### src/rtl/core/fbba_ram.sv
// Generic single-port-write, single-port-read RAM with a registered read.
// Holds the free block map; no package dependency.
module fbba_ram #(
    parameter int WIDTH = 8,
    parameter int DEPTH = 16
) (
    input  logic                     i_clk,
    input  logic                     i_we,
    input  logic [$clog2(DEPTH)-1:0] i_waddr,
    input  logic [WIDTH-1:0]         i_wdata,
    input  logic [$clog2(DEPTH)-1:0] i_raddr,
    output logic [WIDTH-1:0]         o_rdata
);

    logic [WIDTH-1:0] r_mem [DEPTH];
    logic [WIDTH-1:0] r_rdata;

    // Write port and registered read port.
    always_ff @(posedge i_clk) begin
        if (i_we) begin
            r_mem[i_waddr] <= i_wdata;
        end
        r_rdata <= r_mem[i_raddr];
    end

    assign o_rdata = r_rdata;

endmodule

### config.mk
export PLATFORM = sky130hd
export DESIGN_NAME = fbba_ram
export DESIGN_NICKNAME = d
export VERILOG_FILES = /design/src/rtl/core/fbba_ram.sv
export SDC_FILE = /design/constraint.sdc
export NUM_CORES = 1
export LEC_CHECK = 0
export ABC_AREA = 1
export BUFFER_PORTS_ARGS = -buffer_cell sky130_fd_sc_hd__buf_2
export CAP_MARGIN = 40
export CELL_PAD_IN_SITES_DETAIL_PLACEMENT = 1
export CELL_PAD_IN_SITES_GLOBAL_PLACEMENT = 1
export CORE_MARGIN = 5
export CORE_UTILIZATION = 50
export CTS_CLUSTER_DIAMETER = 30
export DETAILED_ROUTE_END_ITERATION = 10
export PLACE_DENSITY = 0.81
export SETUP_SLACK_MARGIN = 0.1
export SLEW_MARGIN = 40
export SYNTH_ARGS = -nofsm -noshare
export SYNTH_HDL_FRONTEND = slang
export SYNTH_SLANG_ARGS = --single-unit
### constraint.sdc
create_clock -name i_clk -period 2.9 [get_ports i_clk]
set_input_delay 0.58 -clock i_clk [delete_from_list [all_inputs] [get_ports i_clk]]
set_output_delay 0.58 -clock i_clk [all_outputs]
set_load 0.005 [all_outputs]
### Yosys cells after proc, flatten, opt, wreduce, memory -nomap -nowiden

Memory sizes are Yosys's and may differ from the RTL's. A register that Yosys moved wholly into a read port is not among the register bits.
Index checks and enable logic that the tools add are counted.
W data, S select, Z words.

* bits in writable memories: 128
* flip-flop bits (word level): 0
* memories: 1
* input port bits: 18
* logic and storage cells: 3
* output and inout port bits: 8

Memory list
* r_mem: words 16, bits a word 8, read ports 1, clocked after Yosys merged registers in 1, wr ports 1, RTL line 15 `logic [WIDTH-1:0] r_mem [DEPTH];`

* muxes and demuxes: 2

Operators by type and width (count)
* $mux W1: 2

### Depth between registers and ports, before layout

Gate-level depths: netlist of run 1.

* depth in word-level cells: 2
* mapped depth: 8
* gate-level depth less buffers: 7

### Worst setup path after synthesis of run 1

No wires, ideal clock.

* path type: input to register
* start: input port i_waddr[2]
* end: memory r_mem[10][0], enable pin
* stages on the path: 2
* buffers on the path: 0
* arrival: 1.161 ns
* slack: 1.369 ns
* library setup time: 0.370 ns
* required time: 2.530 ns
* path through: nand3b_1 -> nor2_1

RTL lines
* start, declared: RTL line 9 `input logic [$clog2(DEPTH)-1:0] i_waddr,`
* end, declared: RTL line 15

Straight into the memory's write port.

### Worst setup path in the final report of run 1

* start: input port i_we
* end: memory r_mem[13][4], enable pin

* word-level cells in the longest chain between the ends: 2

RTL lines
* start, declared: RTL line 8 `input logic i_we,`
* $mux W1: RTL line 20 `if (i_we) begin`
* $mux W1 (not written as such): RTL line 21 `r_mem[i_waddr] <= i_wdata;`

No other way between the ends.

==> impl_metrics.py, run 1 <==
metrics = {
    "clock_network": {
        "cts_tree": "yes",
        "post_cts_buffers": 0,
        "cts_hold_repair.buffers": 0,
        "tritoncts.num_buffers": 17,
        "clock_sinks": 136,
        "clkTransAtPathRegs_ns": 0.06,
        "clock_tree.buffer_depth": 2,
        "cts_htree_levels": 4,
        "clock_latency_ns": 0.42,
        "clock-root-buffer": "clkbuf_16",
        "cts_repair_resize_count": 0,
    },
    "power": {
        "totalPowerFinal_mw": 4.760,
        "ir_worst_vdd_mv": 0.6383,
        "power-per-cell-area_mw_per_mm2": 724.9,
        "leakage_power_of_the_design_nw": 2.824,
    },
    "layout": {
        "mostFrequentLayoutCells": "nand2_1, edfxtp_1, inv_1",
        "count_of_antenna_diodes_in_the_layout": 0,
        "layout-drive-gt1-share_pct": 10.56,
        "post-route-util_pct": 57.75,
        "postLayoutCellArea_mm2": 0.006566,
        "fillerInstances": 1213,
        "layout_commonest_cell": "nand2_1",
        "area.growth.synth_to_final_pct": 13.86,
        "nets": 592,
        "layoutNonFillerInstCount": 730,
    },
    "place": {
        "placement_stage_worst_setup_slack_ns": 0.8872,
        "port_buffers": 25,
        "gp_congestion": 0.8240,
        "dpl.cell_count": 698,
        "placed_area_mm2": 0.005944,
        "place.detailed.hpwl_um": 9111,
    },
    "hold_path": {
        "min-delay-path-class": "input pin to flop",
    },
    "floorplanning": {
        "die_height_um": 117.4,
        "die_area_mm2": 0.01378,
        "core_region_area_mm2": 0.01137,
        "io_pins": 26,
        "die_width_um": 117.4,
        "floorplan.initialDensity_pct": 50.72,
        "fp-row-count": 39,
    },
    "yosys": {
        "ys.warnings.count": 0,
        "yosysSeqAreaShare_pct": 69.43,
        "syn-cell-area_mm2": 0.005767,
        "syn-instance-count": 551,
        "synth_cell_type_count": 12,
        "syn_area_per_cell_um2": 10.47,
        "yosys_register_bits": 136,
        "synth_fp_nets": 569,
    },
    "timing": {
        "highest_clock_frequency_the_design_can_meet_ghz": 0.6093,
        "min_period_over_period_pct": 56.59,
        "postLayoutSetupSlackWorst_ns": 1.259,
        "clock_skew_ns": 0.007205,
        "grt_setup_unrepaired": "false",
        "finalCriticalPeriod_ns": 1.641,
        "fin_worst_hold_slack_ns": 0.5284,
        "final-max-slew-violation-count": 0,
        "setup_viol_count_final": 0,
        "finalSetupTns_ns": 0,
        "finalHoldViolations": 0,
        "worstMarginPinSlew_ns": 0.8454,
        "slew-limit-headroom_pct": 43.43,
    },
    "route": {
        "wl_per_cell_um": 21.15,
        "detail-route-antenna-nets": 0,
        "number_of_optimization_iterations_in_the_first_detailed_route_pass": 5,
        "wirelength_um": 15440,
        "drt-vias-per-instance": 5.436,
        "route.detailed.drc": 0,
        "routed-via-count": 3968,
        "initialDrtViolationCount": 262,
    },
    "global_route": {
        "grt_max_degree": 65,
        "first_global_vias": 4243,
        "wire_length_of_the_first_global_routing_pass_um": 23750,
        "grt_antenna_before_repair": 0,
        "grt_remaining_overflow": 0,
        "track_usage_pct": 22.79,
    },
    "outcome": {
        "status": "finished, final reports clean",
    },
    "worst_setup_path": {
        "start_kind": "input pin",
        "critPathMaxFanout": 8,
        "end_kind": "flop",
        "worst_ep_arrival_time_ns": 1.69,
        "cp.required_ns": 2.95,
        "critical_path_class": "input pin to flop",
    },
    "job": {
        "max_cap_violations": 0,
    },
}
[registers in the layout (all words and copies together) (netlist names)]
signal and cells:
o_rdata 8, r_mem 128
[synth_stat cells (all sizes together)]
cell / n / area [um2]
buf: 24 / 166.4
nand3b: 2 / 15.01
nand2: 173 / 649.4
edfxtp: 128 / 3844
nand3: 97 / 485.5
dfxtp: 8 / 160.2
nor2: 17 / 63.81
inv: 102 / 382.9
[where the power goes]
part	internal (mW)	switching (mW)	total, mW
registers	2.20	0.0153	2.21
logic	0.0719	0.202	0.274
clock network	1.45	0.819	2.27
[worst paths after layout]
kind,startpoint,endpoint,slack [ns],depth (start not counted)
worst max-delay path,i_we,r_mem[13][4]$_DFFE_PP_,1.26,3
worst min-delay path,i_raddr[3],o_rdata[2]$_DFF_P_,0.53,3
worst max register to register,r_mem[6][5]$_DFFE_PP_,o_rdata[5]$_DFF_P_,1.80,6
worst min register to register,r_mem[2][0]$_DFFE_PP_,o_rdata[0]$_DFF_P_,0.69,6
[cell type report]
cell class	instances	area [um2]	share of cell area [%]
Clock buffer	19	442.9	6.745
Clock inverter	13	176.4	2.687
Inverter	102	382.9	5.831
Multi-Input combinational cell	289	1221	18.60
Sequential cell	136	4004	60.98
Tap cell	143	178.9	2.725
Timing Repair Buffer	28	160.2	2.439
[worst max-delay path: stages]
cell     delay, ns
buf_2         0.12
nand3_1       0.25
nor2_1        0.73
[routing by layer]
metal	share of wire, %	up-vias	track usage (%)
li1	-	1820	-
met1	43	1957	28.75
met2	49	159	37.52
met3	5.6	32	5.679
met4	2.5	0	9.427
met5	0	-	0
[kinds of logic after synthesis]
logic type	Yosys count	synth area share (%)
buffers and inverters	126	9.525
DFF	136	69.43
and+or+nand+nor	289	21.05
No activity file was read; power rests on OpenSTA's default activity.
==> run 2: changes to the inputs <==
--- a/config.mk
+++ b/config.mk
@@ -11,10 +11,10 @@
 export CELL_PAD_IN_SITES_DETAIL_PLACEMENT = 1
 export CELL_PAD_IN_SITES_GLOBAL_PLACEMENT = 1
 export CORE_MARGIN = 5
-export CORE_UTILIZATION = 50
+export CORE_UTILIZATION = 49
 export CTS_CLUSTER_DIAMETER = 30
 export DETAILED_ROUTE_END_ITERATION = 10
-export PLACE_DENSITY = 0.81
+export PLACE_DENSITY = 0.79
 export SETUP_SLACK_MARGIN = 0.1
 export SLEW_MARGIN = 40
 export SYNTH_ARGS = -nofsm -noshare
==> constraint.sdc (replaced) <==
create_clock -name i_clk -period 1.6 [get_ports i_clk]
set_input_delay 0.32 -clock i_clk [delete_from_list [all_inputs] [get_ports i_clk]]
set_output_delay 0.32 -clock i_clk [all_outputs]
set_load 0.005 [all_outputs]
==> run 2 against run 1 <==
  * Power increased by 76%
  * Global-route usage increased by 1.6 points
  * Sequential share of layout area decreased by 1.1 points
  * Non-clock buffer count increased by 20
  * Routed wire length increased by 7.1%
  * Design area increased by 1.8%
  * Critical endpoint is now o_rdata[0]
==> impl_metrics.py, run 2 (synthesis results as in run 1) <==
metrics = {
    "clock_network": {
        "tritoncts.num_buffers": 17,
        "cts_htree_levels": 4,
        "clock_latency_ns": 0.42,
        "clkTransAtPathRegs_ns": 0.05,
        "clock-root-buffer": "clkbuf_16",
        "cts_repair_resize_count": 0,
        "clock_tree.buffer_depth": 2,
        "cts_tree": "yes",
        "post_cts_buffers": 0,
        "clock_sinks": 136,
        "cts_hold_repair.buffers": 0,
    },
    "route": {
        "wirelength_um": 16540,
        "route.detailed.drc": 0,
        "routed-via-count": 4159,
        "drt-vias-per-instance": 5.545,
        "number_of_optimization_iterations_in_the_first_detailed_route_pass": 4,
        "wl_per_cell_um": 22.05,
        "initialDrtViolationCount": 361,
        "detail-route-antenna-nets": 0,
    },
    "worst_setup_path": {
        "worst_ep_arrival_time_ns": 0.91,
        "cp.required_ns": 1.28,
        "critPathMaxFanout": 1,
        "critical_path_class": "flop to primary output",
        "critical_path.max_stage_delay_ns": 0.35,
        "start_kind": "flop",
        "worst_path_max_delay_cell": "dfxtp_1",
        "end_kind": "primary output",
        "crit_family": "flip-flops",
        "critical_path.cell_chain": "buf_2",
        "timing.critical_path.buf_inv": 1,
    },
    "timing": {
        "final-max-slew-violation-count": 0,
        "grt_setup_unrepaired": "false",
        "setup_viol_count_final": 0,
        "finalCriticalPeriod_ns": 1.232,
        "min_period_over_period_pct": 76.99,
        "fin_worst_hold_slack_ns": 0.2922,
        "slew-limit-headroom_pct": 56.46,
        "finalSetupTns_ns": 0,
        "finalHoldViolations": 0,
        "worstMarginPinSlew_ns": 0.6522,
        "highest_clock_frequency_the_design_can_meet_ghz": 0.8118,
        "clock_skew_ns": 0.005393,
    },
    "layout": {
        "seqCellArea_mm2": 0.004004,
        "area.growth.synth_to_final_pct": 15.88,
        "fillerInstances": 1253,
        "layout-drive-gt1-share_pct": 12.52,
        "count_of_antenna_diodes_in_the_layout": 0,
        "layout_commonest_cell": "nand2_1",
        "largest_register_ffs": 128,
        "postLayoutCellArea_mm2": 0.006683,
        "multiInputGateArea_mm2": 0.001214,
        "nets": 612,
        "mostFrequentLayoutCells": "nand2_1, edfxtp_1, inv_1",
        "largest-register": "r_mem",
    },
    "power": {
        "ir_worst_vdd_mv": 1.294,
        "power_frac_seq_pct": 48.0,
        "power_switching_share_pct": 21.84,
        "leakage_power_of_the_design_nw": 2.933,
        "internal_power_mw": 6.541,
        "totalPowerFinal_mw": 8.369,
        "power-per-cell-area_mw_per_mm2": 1252,
        "switchingPower_mw": 1.828,
        "power.share.clock_pct": 45.7,
        "share_comb_of_total_power_pct": 6.4,
    },
    "global_route": {
        "groute.layer.met2.usage_pct": 40.61,
        "grt_antenna_before_repair": 0,
        "grt_remaining_overflow": 0,
        "track_usage_pct": 24.42,
        "global_route.peak_usage_layer": "met2",
        "groute.layer.met3.usage_pct": 5.110,
        "first_global_vias": 4563,
        "grt_max_degree": 65,
        "wire_length_of_the_first_global_routing_pass_um": 25540,
        "grt_util_met1_pct": 29.65,
    },
    "floorplanning": {
        "die_area_mm2": 0.01404,
        "die_height_um": 118.5,
        "floorplan.initialDensity_pct": 50.29,
        "io_pins": 26,
        "die_width_um": 118.5,
        "core_region_area_mm2": 0.01147,
        "fp-row-count": 39,
    },
    "place": {
        "port_buffers": 25,
        "gp_congestion": 0.8373,
        "placed_area_mm2": 0.006115,
        "place.detailed.hpwl_um": 10180,
    },
    "job": {
        "max_cap_violations": 0,
    },
    "hold_path": {
        "min-delay-path-class": "input pin to flop",
    },
    "outcome": {
        "status": "finished, final reports clean",
    },
}
run 2: cell count changes in the layout (fill, tap and decap cells not counted), sizes merged:
cell      before  now
buf           28   48
bufinv         4    3
clkinv         4   10
clkinvlp       4    0
inv          103  102
run 2: area by class of cell:
type / instances / area share (%)
Clock buffer: 19 / 6.478
Tap cell: 143 / 2.677
Multi-Input combinational cell: 289 / 18.16
Timing Repair Buffer: 48 / 5.018
Sequential cell: 136 / 59.91
Inverter: 102 / 5.729
Clock inverter: 13 / 2.022
run 2: final timing paths:
kind,end,depth (start not counted),slack (ns),start
hold / removal,o_rdata[1]$_DFF_P_,3,0.29,i_raddr[3]
setup reg to reg,o_rdata[7]$_DFF_P_,6,0.42,r_mem[0][7]$_DFFE_PP_
setup / recovery,o_rdata[0],1,0.37,o_rdata[0]$_DFF_P_
hold reg to reg,o_rdata[4]$_DFF_P_,6,0.71,r_mem[14][4]$_DFFE_PP_
run 2: per-stage QoR:
| stage | std cells | setup WS (ns) | utilization [%] |
|---|---|---|---|
| floorplan | 551 | 0.3292 | - |
| global placement | 718 | 0.09808 | 53.32 |
| detailed placement | 718 | 0.01629 | 53.32 |
| CTS | 750 | 0.3387 | 58.28 |
| global route | 750 | 0.3397 | 58.28 |
| finish | 750 | 0.3681 | 58.28 |
run 2: power groups by stage:
stage / clock network [mW] / registers (mW) / logic, mW
2_1_floorplan: 0 / 4.08 / 0.281
3_3_place_gp: 0 / 4.08 / 0.492
3_5_place_dp: 0 / 4.09 / 0.526
4_1_cts: 3.85 / 4.02 / 0.537
5_1_grt: 4.03 / 4.02 / 0.580
6_report: 3.82 / 4.02 / 0.533
run 2: layer usage:
layer  part of all wire, %  vias up
met4                   4.2        0
met5                     0        -
li1                      -     1860
met1                    40     2100
met2                    51      151
met3                   5.1       48
==> run 3: changes to the inputs <==
--- a/config.mk
+++ b/config.mk
@@ -5,16 +5,16 @@
 export SDC_FILE = /design/constraint.sdc
 export NUM_CORES = 1
 export LEC_CHECK = 0
-export ABC_AREA = 1
+export ABC_AREA = 0
 export BUFFER_PORTS_ARGS = -buffer_cell sky130_fd_sc_hd__buf_2
 export CAP_MARGIN = 40
 export CELL_PAD_IN_SITES_DETAIL_PLACEMENT = 1
 export CELL_PAD_IN_SITES_GLOBAL_PLACEMENT = 1
 export CORE_MARGIN = 5
-export CORE_UTILIZATION = 49
+export CORE_UTILIZATION = 50
 export CTS_CLUSTER_DIAMETER = 30
 export DETAILED_ROUTE_END_ITERATION = 10
-export PLACE_DENSITY = 0.79
+export PLACE_DENSITY = 0.74
 export SETUP_SLACK_MARGIN = 0.1
 export SLEW_MARGIN = 40
 export SYNTH_ARGS = -nofsm -noshare
==> constraint.sdc (replaced) <==
create_clock -name i_clk -period 1.2 [get_ports i_clk]
set_input_delay 0.24 -clock i_clk [delete_from_list [all_inputs] [get_ports i_clk]]
set_output_delay 0.24 -clock i_clk [all_outputs]
set_load 0.005 [all_outputs]
==> run 3 against run 2 <==
  * The flow now finishes with violations (setup timing)
  * Design area shrank 3.6%
  * Synthesized cell count shrank 58%
  * Hold slack lost 0.18 ns
  * Highest routed layer unchanged
  * Largest power group unchanged
  * Worst setup slack lost 0.49 ns
==> impl_metrics.py, run 3 <==
metrics = {
    "place": {
        "dpl.cell_count": 412,
        "gp_congestion": 0.7349,
        "port_buffers": 25,
        "placed_area_mm2": 0.005836,
        "place.detailed.hpwl_um": 7359,
    },
    "layout": {
        "layoutNonFillerInstCount": 444,
        "largest_register_ffs": 128,
        "layout_commonest_cell": "edfxtp_1",
        "area.growth.synth_to_final_pct": 25.18,
        "multiInputGateArea_mm2": 0.001150,
        "largest-register": "r_mem",
        "layout-drive-gt1-share_pct": 47.08,
        "nets": 313,
        "mostFrequentLayoutCells": "edfxtp_1, mux4_2, buf_2",
        "fillerInstances": 860,
        "seqCellArea_mm2": 0.004008,
        "postLayoutCellArea_mm2": 0.006444,
        "post-route-util_pct": 63.27,
        "count_of_antenna_diodes_in_the_layout": 0,
    },
    "timing": {
        "min_period_over_period_pct": 110.2,
        "finalHoldViolations": 0,
        "setup_viol_count_final": 9,
        "final-max-slew-violation-count": 0,
        "grt_setup_unrepaired": "true",
        "finalCriticalPeriod_ns": 1.323,
        "slew-limit-headroom_pct": 44.18,
        "worstMarginPinSlew_ns": 0.8356,
        "highest_clock_frequency_the_design_can_meet_ghz": 0.7561,
        "finalSetupTns_ns": -0.6303,
        "postLayoutSetupSlackWorst_ns": -0.1226,
        "clock_skew_ns": 0.006926,
    },
    "clock_network": {
        "tritoncts.num_buffers": 17,
        "clkTransAtPathRegs_ns": 0.06,
        "cts_htree_levels": 4,
        "clock_latency_ns": 0.52,
        "clock-root-buffer": "clkbuf_8",
        "post_cts_buffers": 0,
        "cts_tree": "yes",
        "clock_sinks": 136,
        "clock_tree.buffer_depth": 2,
    },
    "yosys": {
        "syn-instance-count": 229,
        "syn-cell-area_mm2": 0.005147,
        "yosys_register_bits": 136,
        "synth_compound_area_share_pct": 2.333,
        "synth_fp_nets": 247,
        "synth_area_leaders": "edfxtp_1, mux4_2, mux4_1",
        "share_of_cell_area_taken_by_muxes_after_synthesis_pct": 15.02,
        "yosys.area_share.xor_xnor_pct": 0,
        "synth_adder_area_share_pct": 0,
        "ys.warnings.count": 0,
        "synth_enable_flop_cells": 128,
        "yosysSeqAreaShare_pct": 77.78,
        "synth_top_flop_cell": "edfxtp_1",
        "cell_type_with_the_highest_aggregate_area_in_the_netlist": "edfxtp_1",
        "synth.top_cell.area_share_pct": 74.67,
        "post_synth_simple_gate_area_pct": 3.184,
        "syn_area_per_cell_um2": 22.48,
        "post-synth-top-count-cell": "edfxtp_1",
        "synth_cell_type_count": 19,
        "synth_commonest_cells": "edfxtp_1, mux4_2, a22oi_1, mux4_1, nor2_1",
        "synth_top_family_by_area": "multiplexers",
        "postSynth.asyncResetShare_pct": 0,
    },
    "worst_setup_path": {
        "cp.required_ns": 1.60,
        "worst_ep_arrival_time_ns": 1.72,
        "crit_family": "multiplexers",
        "worst_path_max_delay_cell": "mux4_2",
        "critical_path_class": "flop to flop",
        "critical_path.cell_chain": "mux4_2, a22oi_2, nand2_1",
        "reg2regPathDepth": 3,
        "start_kind": "flop",
        "end_kind": "flop",
        "worstSetupPathDepth": 3,
        "critPathMaxFanout": 1,
        "timing.critical_path.buf_inv": 0,
        "critical_path.max_stage_delay_ns": 0.48,
    },
    "power": {
        "ir_worst_vdd_mv": 1.022,
        "leakage_power_of_the_design_nw": 2.131,
        "power-per-cell-area_mw_per_mm2": 1645,
        "totalPowerFinal_mw": 10.60,
    },
    "global_route": {
        "wire_length_of_the_first_global_routing_pass_um": 17260,
        "first_global_vias": 2808,
        "grt_antenna_before_repair": 0,
        "grt_max_degree": 18,
        "grt_remaining_overflow": 0,
        "track_usage_pct": 19.42,
    },
    "route": {
        "drt-vias-per-instance": 5.739,
        "wirelength_um": 11060,
        "number_of_optimization_iterations_in_the_first_detailed_route_pass": 4,
        "wl_per_cell_um": 24.90,
        "route.detailed.drc": 0,
        "initialDrtViolationCount": 166,
        "detail-route-antenna-nets": 0,
        "routed-via-count": 2548,
    },
    "floorplanning": {
        "die_area_mm2": 0.01242,
        "die_width_um": 111.5,
        "core_region_area_mm2": 0.01018,
        "fp-row-count": 37,
        "io_pins": 26,
        "floorplan.initialDensity_pct": 50.54,
        "die_height_um": 111.5,
    },
    "hold_path": {
        "whs_path_depth": 1,
        "min-delay-path-class": "input pin to flop",
    },
    "outcome": {
        "failed_checks": "setup timing",
        "status": "finished with violations",
    },
    "job": {
        "max_cap_violations": 0,
    },
}
[run 3: what timing repair did]
action                                  in CTS  in global routing
hold buffers                                 0                  0
endpoints found under the setup margin      16                 16
gates resized for setup                      9                  9
pin swaps                                    3                  1
endpoints found under the hold margin        0                  0
gates cloned                                 0                  0
[run 3: worst paths after layout]
path                                       startpoint               endpoint  slack, ns
worst max-delay path            r_mem[9][6]$_DFFE_PP_     o_rdata[6]$_DFF_P_      -0.12
worst min-delay path                       i_wdata[4]  r_mem[8][4]$_DFFE_PP_       0.11
worst max register to register  r_mem[9][6]$_DFFE_PP_     o_rdata[6]$_DFF_P_      -0.12
worst min register to register  r_mem[7][3]$_DFFE_PP_     o_rdata[3]$_DFF_P_       0.70
[run 3: power breakdown]
part / total [mW] / switching (mW) / leakage [nW] / internal (mW)
combinational: 0.627 / 0.330 / 0.654 / 0.297
clock: 4.62 / 1.81 / 0.254 / 2.81
sequential: 5.36 / 0.0396 / 1.22 / 5.32
total: 10.6 / 2.17 / 2.13 / 8.42
[run 3: layer usage]
layer / global-route usage, % / share of wire [%]
met1: 25.57 / 42
met5: 0 / 0
met4: 7.218 / 1.2
met2: 30.96 / 52
met3: 5.761 / 4.6
[run 3: area by class of cell]
cell class / instances / share of cell area [%]
well taps: 136 / 2.641
flip-flops and latches: 136 / 62.19
clock inverters: 11 / 1.282
clock buffers: 21 / 6.971
repair buffers: 57 / 9.068
multi-input cells: 83 / 17.84
[run 3: metrics by stage]
stage          worst slack, ns  hold WS (ns)
2_1_floorplan          -0.1430        0.3389
4_1_cts                -0.1430       0.08095
5_1_grt                -0.1683       0.08890
3_5_place_dp           -0.5586        0.6210
3_3_place_gp           -0.4491        0.6230
6_report               -0.1226        0.1076
[run 3: logic make-up after synthesis]
family	Yosys count
and+or+nand+nor	35
buffers and inverters	10
DFF	136
AOI/OAI and AO/OA	16
muxes	32
